==> config.mk <==
export PLATFORM = sky130hd
export DESIGN_NAME = jtt_front
export DESIGN_NICKNAME = d
export VERILOG_FILES = /design/src/rtl/jtt_pkg.sv /design/src/rtl/jtt_front.sv
export SDC_FILE = /design/constraint.sdc
export NUM_CORES = 1
export LEC_CHECK = 0
export BUFFER_PORTS_ARGS = -buffer_cell sky130_fd_sc_hd__buf_2
export CORE_AREA = 2 2 169 171
export CTS_BUF_LIST = sky130_fd_sc_hd__clkbuf_4
export DETAILED_ROUTE_END_ITERATION = 12
export DIE_AREA = 0 0 171 173
export GPL_TIMING_DRIVEN = 0
export HOLD_SLACK_MARGIN = 0.02
export PLACE_DENSITY = 0.77
export SLEW_MARGIN = 20
export SYNTH_ARGS = -nofsm -noshare
export SYNTH_HDL_FRONTEND = slang
export SYNTH_SLANG_ARGS = --single-unit
==> constraint.sdc <==
create_clock -name i_clk -period 8.1 [get_ports i_clk]
set_input_delay 1.215 -clock i_clk [delete_from_list [all_inputs] [get_ports i_clk]]
set_output_delay 1.215 -clock i_clk [all_outputs]
set_load 0.01 [all_outputs]
==> src/rtl/jtt_pkg.sv <==
// ----------------------------------------------------------------------------
// jtt_pkg
// shared types and constants of the job timer table
// ----------------------------------------------------------------------------
package jtt_pkg;

    // request codes
    typedef enum logic [1:0] {
        REQ_ADD    = 2'd0,
        REQ_REMOVE = 2'd1,
        REQ_ENABLE = 2'd2,
        REQ_SCAN   = 2'd3
    } t_req;

    // job kinds
    localparam logic [1:0] KIND_ONESHOT  = 2'd0;
    localparam logic [1:0] KIND_INTERVAL = 2'd1;
    localparam logic [1:0] KIND_DAILY    = 2'd2;
    localparam logic [1:0] KIND_WEEKLY   = 2'd3;

    // reply kinds and status codes
    localparam logic       REPLY_ACK   = 1'b0;
    localparam logic       REPLY_FIRE  = 1'b1;
    localparam logic [1:0] ST_OK       = 2'd0;
    localparam logic [1:0] ST_FULL     = 2'd1;
    localparam logic [1:0] ST_NOTFOUND = 2'd2;

    // arithmetic constants
    localparam int          TICK_DIVISOR  = 1000;
    localparam logic [15:0] DEFAULT_RATE  = 16'd250;
    localparam int          HOURS_PER_DAY = 24;
    localparam int          MINS_PER_HOUR = 60;
    localparam logic [31:0] KEY_NONE      = 32'hFFFF_FFFF;

    // product width of ms times rate
    localparam int PROD_W = 48;

    // divide by 1000 as a shift by 3 and a divide by 125; the divide by 125
    // is a multiply by ceil(2^52 / 125), exact for dividends below 2^45,
    // done in three 16-bit slices of the reciprocal
    localparam int          DIV_SHIFT    = 3;
    localparam int          DIV_ODD      = TICK_DIVISOR >> DIV_SHIFT;
    localparam int          RECIP_SH     = 52;
    localparam int          RECIP_SLICES = 3;
    localparam logic [47:0] RECIP        =
        48'(((64'd1 << RECIP_SH) + 64'(DIV_ODD - 1)) / 64'(DIV_ODD));

    // decoded request as it sits in the queue
    typedef struct packed {
        t_req        req;
        logic [1:0]  kind;
        logic [1:0]  action;
        logic [31:0] ms;
        logic [4:0]  hour;
        logic [5:0]  minute;
        logic [2:0]  wday;
        logic [15:0] key;
        logic [31:0] id;
        logic        en;
        logic [63:0] now;
    } t_cmd;

    // one result item
    typedef struct packed {
        logic        reply_kind;
        logic [1:0]  status;
        logic [31:0] id;
        logic [3:0]  slot;
        logic [1:0]  action;
        logic [31:0] runs;
        logic        last;
    } t_result;

    // sequencer states of the back part
    typedef enum logic [3:0] {
        S_IDLE,
        S_FREE,
        S_RD,
        S_EV,
        S_FIRE,
        S_DIV,
        S_UPD,
        S_UPD2,
        S_REPLY
    } t_state;

    // tick conversion unit states
    typedef enum logic [1:0] {
        D_IDLE,
        D_MUL,
        D_RUN,
        D_DONE
    } t_div_state;

endpackage

==> src/rtl/jtt_front.sv <==
// ----------------------------------------------------------------------------
// jtt_front
// accepts request items, decodes them and queues them for the sequencer
// ----------------------------------------------------------------------------
module jtt_front import jtt_pkg::*; (
    input  logic        i_clk,
    input  logic        i_rst_n,
    input  logic        i_in_valid,
    output logic        o_in_stall,
    input  logic [1:0]  i_req_type,
    input  logic [1:0]  i_job_kind,
    input  logic [1:0]  i_action_code,
    input  logic [31:0] i_interval_ms,
    input  logic [4:0]  i_hour,
    input  logic [5:0]  i_minute,
    input  logic [2:0]  i_weekday,
    input  logic [4:0]  i_clock_day,
    input  logic [31:0] i_job_id,
    input  logic        i_enable_flag,
    input  logic [63:0] i_now_tick,
    output logic        o_cmd_valid,
    output t_cmd        o_cmd,
    input  logic        i_cmd_pop
);

    t_cmd        r_q [2];
    logic        r_wp;
    logic        r_rp;
    logic [1:0]  r_cnt;
    logic        accept;
    t_cmd        cmd;
    logic [9:0]  day_hour;

    assign o_in_stall = (r_cnt == 2'd2);
    assign accept     = i_in_valid && !o_in_stall;

    // dedup key: minutes since start of month
    assign day_hour = 10'(i_clock_day) * 10'(HOURS_PER_DAY) + 10'(i_hour);

    always_comb begin
        cmd.req    = t_req'(i_req_type);
        cmd.kind   = i_job_kind;
        cmd.action = i_action_code;
        cmd.ms     = i_interval_ms;
        cmd.hour   = i_hour;
        cmd.minute = i_minute;
        cmd.wday   = i_weekday;
        cmd.key    = 16'(day_hour) * 16'(MINS_PER_HOUR) + 16'(i_minute);
        cmd.id     = i_job_id;
        cmd.en     = i_enable_flag;
        cmd.now    = i_now_tick;
    end

    // queue pointers
    always_ff @(posedge i_clk) begin
        if (!i_rst_n) begin
            r_wp  <= 1'b0;
            r_rp  <= 1'b0;
            r_cnt <= '0;
        end else begin
            if (accept) r_wp <= ~r_wp;
            if (i_cmd_pop) r_rp <= ~r_rp;
            r_cnt <= r_cnt + 2'(accept) - 2'(i_cmd_pop);
        end
    end

    // queue storage
    always_ff @(posedge i_clk) begin
        if (accept) r_q[r_wp] <= cmd;
    end

    assign o_cmd_valid = (r_cnt != 2'd0);
    assign o_cmd       = r_q[r_rp];

endmodule

==> impl_metrics.yaml <==
status:
  outcome: "finished clean"
sta:
  period_share_pct: 64.72
  holdWs_ns: 0.5578
  finalCriticalPeriod_ns: 5.243
  finalSetupViolCount: 0
  slew_viol_final: 0
  final_hold_viol_count: 0
  max_freq_mhz: 190.7
  clock_skew_ns: 0.06275
  setup_tns_ns: 0
  maxSlewHeadroom_pct: 56.21
  tightest_slew_ns: 0.6568
  rsz0062_at_grt: "no"
global_route:
  grt_max_degree: 52
  use_met3_pct: 7.164
  gr-max-usage-layer: "met2"
  grt_pass1_wl_um: 43600
  grtUsageMet1_pct: 20.04
  globalRouteTotalUtil_pct: 19.32
  grt_pass1_vias: 8419
  met2_usage_pct: 34.39
  antenna_found_initial: 8
  grt-ovfl-total: 0
worst_setup_path:
  max_stage_delay_ns: 0.54
  cp_cell_sequence: "buf_2 > ha_1 > inv_1 > fa_1 > or3_1 > xor2_1 > inv_2 > fa_1 > inv_1 > fa_1 > inv_1 > ha_1 > or4_1 > o21ai_0 > a31oi_2 > xnor2_1 > nor2_1 > nand4_1 > xnor2_1"
  cp.depth: 19
  rr_startpoint: "r_cnt[0]$_SDFF_PN0_"
  crit_required_ns: 8.49
  critPathKind: "in -> reg"
  critPathBufInv: 5
  crit_path_max_fanout: 5
  rr_endpoint: "r_q[0][72]$_DFFE_PP_"
  reg2reg_slack_ns: 5.96
  worstSetupStartpointType: "primary input"
  critical-path-top-delay-family: "adder cells"
  cp-end-kind: "flip-flop"
  rr_worst_depth: 7
  slowest_stage: "fa_1"
  arrival_ns: 5.63
min_path:
  hold_depth: 2
  hold_class: "reg -> reg"
  min_from: "r_rp$_SDFFE_PN0P_"
route:
  drc: 0
  antenna_left: 0
  routed_wl_um: 29160
  num_vias: 7952
  routedWlPerCell_um: 18.14
  routed_via_density: 4.945
  drtIter0Drc: 457
  drt_pre_antenna_iters: 4
cts:
  insertion_delay_ns: 0.72
  postCtsSetupBuffers: 0
  cts_root_buf: "clkbuf_4"
  path_clk_slew_ns: 0.06
  numCtsBuffers: 84
  clockBufferDepth: 3
  cts.sinks: 331
  cts_tree: "built"
  htree_levels: 3
  post_cts_resized: 0
  postCtsHoldBufs: 0
yosys:
  synth_area_sq_mm: 0.01367
  ys_seq_area_share_pct: 72.35
  synthesis.instances: 736
  async_reset_ff_share_pct: 0
  synth-edff-count: 326
  ys.flop_type: "edfxtp_1"
  synth_nets: 943
  synth.distinct_cells: 51
  avgSynthCellArea_sq_um: 18.57
  synth-seq-cells: 331
  yosysWarnings: 0
place:
  place_hpwl_um: 21000
  place.gp.congestion: 0.7705
  portBuffers: 324
  dpl_cell_area_sq_mm: 0.01606
final_layout:
  final_cell_mix: "buf_2, edfxtp_1, mux2_2, clkbuf_4, inv_1"
  seq_area_sq_mm: 0.009889
  multi_input_area_sq_mm: 0.003522
  final_cell_area_sq_mm: 0.01713
  nets: 1364
  nFillCells: 2124
  final_core_util_pct: 62.01
  layout_commonest_cell: "buf_2"
  drive_gt1_share_pct: 53.63
  syn_to_final_growth_pct: 25.36
job:
  cap_violations: 0
floorplanning:
  ioPinCount: 325
  rows: 61
  core_area_sq_mm: 0.02763
  die_h_um: 173
  die_x_um: 171
  start_util_pct: 49.47
  dieArea_sq_mm: 0.02958
pwr:
  ir_drop_mv: 0.2633
  p_per_area_mw_per_mm2: 320.6
  p_leak_nw: 6.723
## metal layers
metal  wire, um  part of all wire, %
met4        928                  3.2
met2      15050                   52
met5         32                 0.11
met3       2858                  9.8
met1      10300                   35
## kinds of logic after synthesis
family / count (synthesis) / share of synthesized area [%]
xor gates and xnor gates: 33 / 2.115
buffers and inverters: 66 / 1.968
muxes: 165 / 13.58
and+or+nand+nor: 49 / 2.234
AOI/OAI and AO/OA: 43 / 2.334
DFF: 331 / 72.35
adders and majority gates: 49 / 5.419
## Yosys cell counts (2+ instances only)
master	n	area (sq um)
a211o_1	2	17.52
xor2_1	15	131.4
mux2_2	163	1836
o22ai_1	2	12.51
a21oi_1	10	50.05
inv_1	41	153.9
nor2_1	8	30.03
inv_2	2	7.510
buf_2	8	40.04
dfxtp_1	5	100.1
ha_1	32	400.4
clkbuf_1	12	45.04
or2_2	3	18.77
and2_1	5	31.28
nor3_1	5	25.02
xnor2_1	18	157.7
nand2_1	3	11.26
nand4_1	3	18.77
nand2b_1	5	31.28
o21a_1	4	30.03
mux2i_1	2	20.02
o21ai_0	2	10.01
a21oi_2	4	35.03
edfxtp_1	326	9789
a21o_1	8	60.06
nand3_1	3	15.01
a22oi_1	2	15.01
fa_1	17	340.3
buf_4	3	22.52
nand3b_1	2	15.01
## metrics by stage
| step | total power, mW | setup slack (ns) | std cells |
|---|---|---|---|
| after floorplan | 3.651 | 2.100 | 736 |
| after global routing | 5.846 | 2.525 | 1607 |
| after CTS | 5.562 | 2.931 | 1603 |
| after global placement | 4.128 | -0.4196 | 1438 |
| final | 5.494 | 2.857 | 1608 |
| after detailed placement | 4.188 | 2.206 | 1449 |
## power breakdown
part / total (mW) / leakage (nW) / switching [mW] / internal (mW)
Sequential: 2.33 / 3.08 / 0.0545 / 2.28
Clock: 1.36 / 0.617 / 0.654 / 0.703
Combinational: 1.81 / 3.02 / 1.02 / 0.788
Total: 5.49 / 6.72 / 1.73 / 3.77
## layout make-up
class	count	share of cell area [%]
flip-flops and latches	331	57.72
multi-input cells	339	20.56
repair buffers	335	11.10
clock buffers	123	5.389
well taps	378	2.760
inverters	43	0.9420
clock inverters	31	0.8325
plain buffers	23	0.6280
diodes	5	0.07302
## registers in the layout (all words and copies together) (netlist names), named ones only
register / flops
r_q: 326
r_cnt: 2
r_rp: 1
r_wp: 1
## worst reg2reg max path, stage by stage, from the launching register on
cell	delay, ns
dfxtp_1	0.34
nand2b_1	0.16
nand2_1	0.13
nor2_4	0.41
buf_16	0.22
buf_16	0.19
buf_12	0.20
buf_16	0.19
## worst max path at each step
stage | startpoint | end | slack (ns)
floorplan | i_in_valid | r_q[0][0]$_DFFE_PP_ | 2.10
CTS | i_clock_day[1] | r_q[1][111]$_DFFE_PP_ | 2.93
global placement | i_in_valid | r_q[0][73]$_DFFE_PP_ | -0.42
detailed placement | i_clock_day[1] | r_q[1][112]$_DFFE_PP_ | 2.21
global route | i_clock_day[1] | r_q[1][112]$_DFFE_PP_ | 2.52
finish | i_clock_day[1] | r_q[1][111]$_DFFE_PP_ | 2.86
No activity file was read; power rests on OpenSTA's default activity.
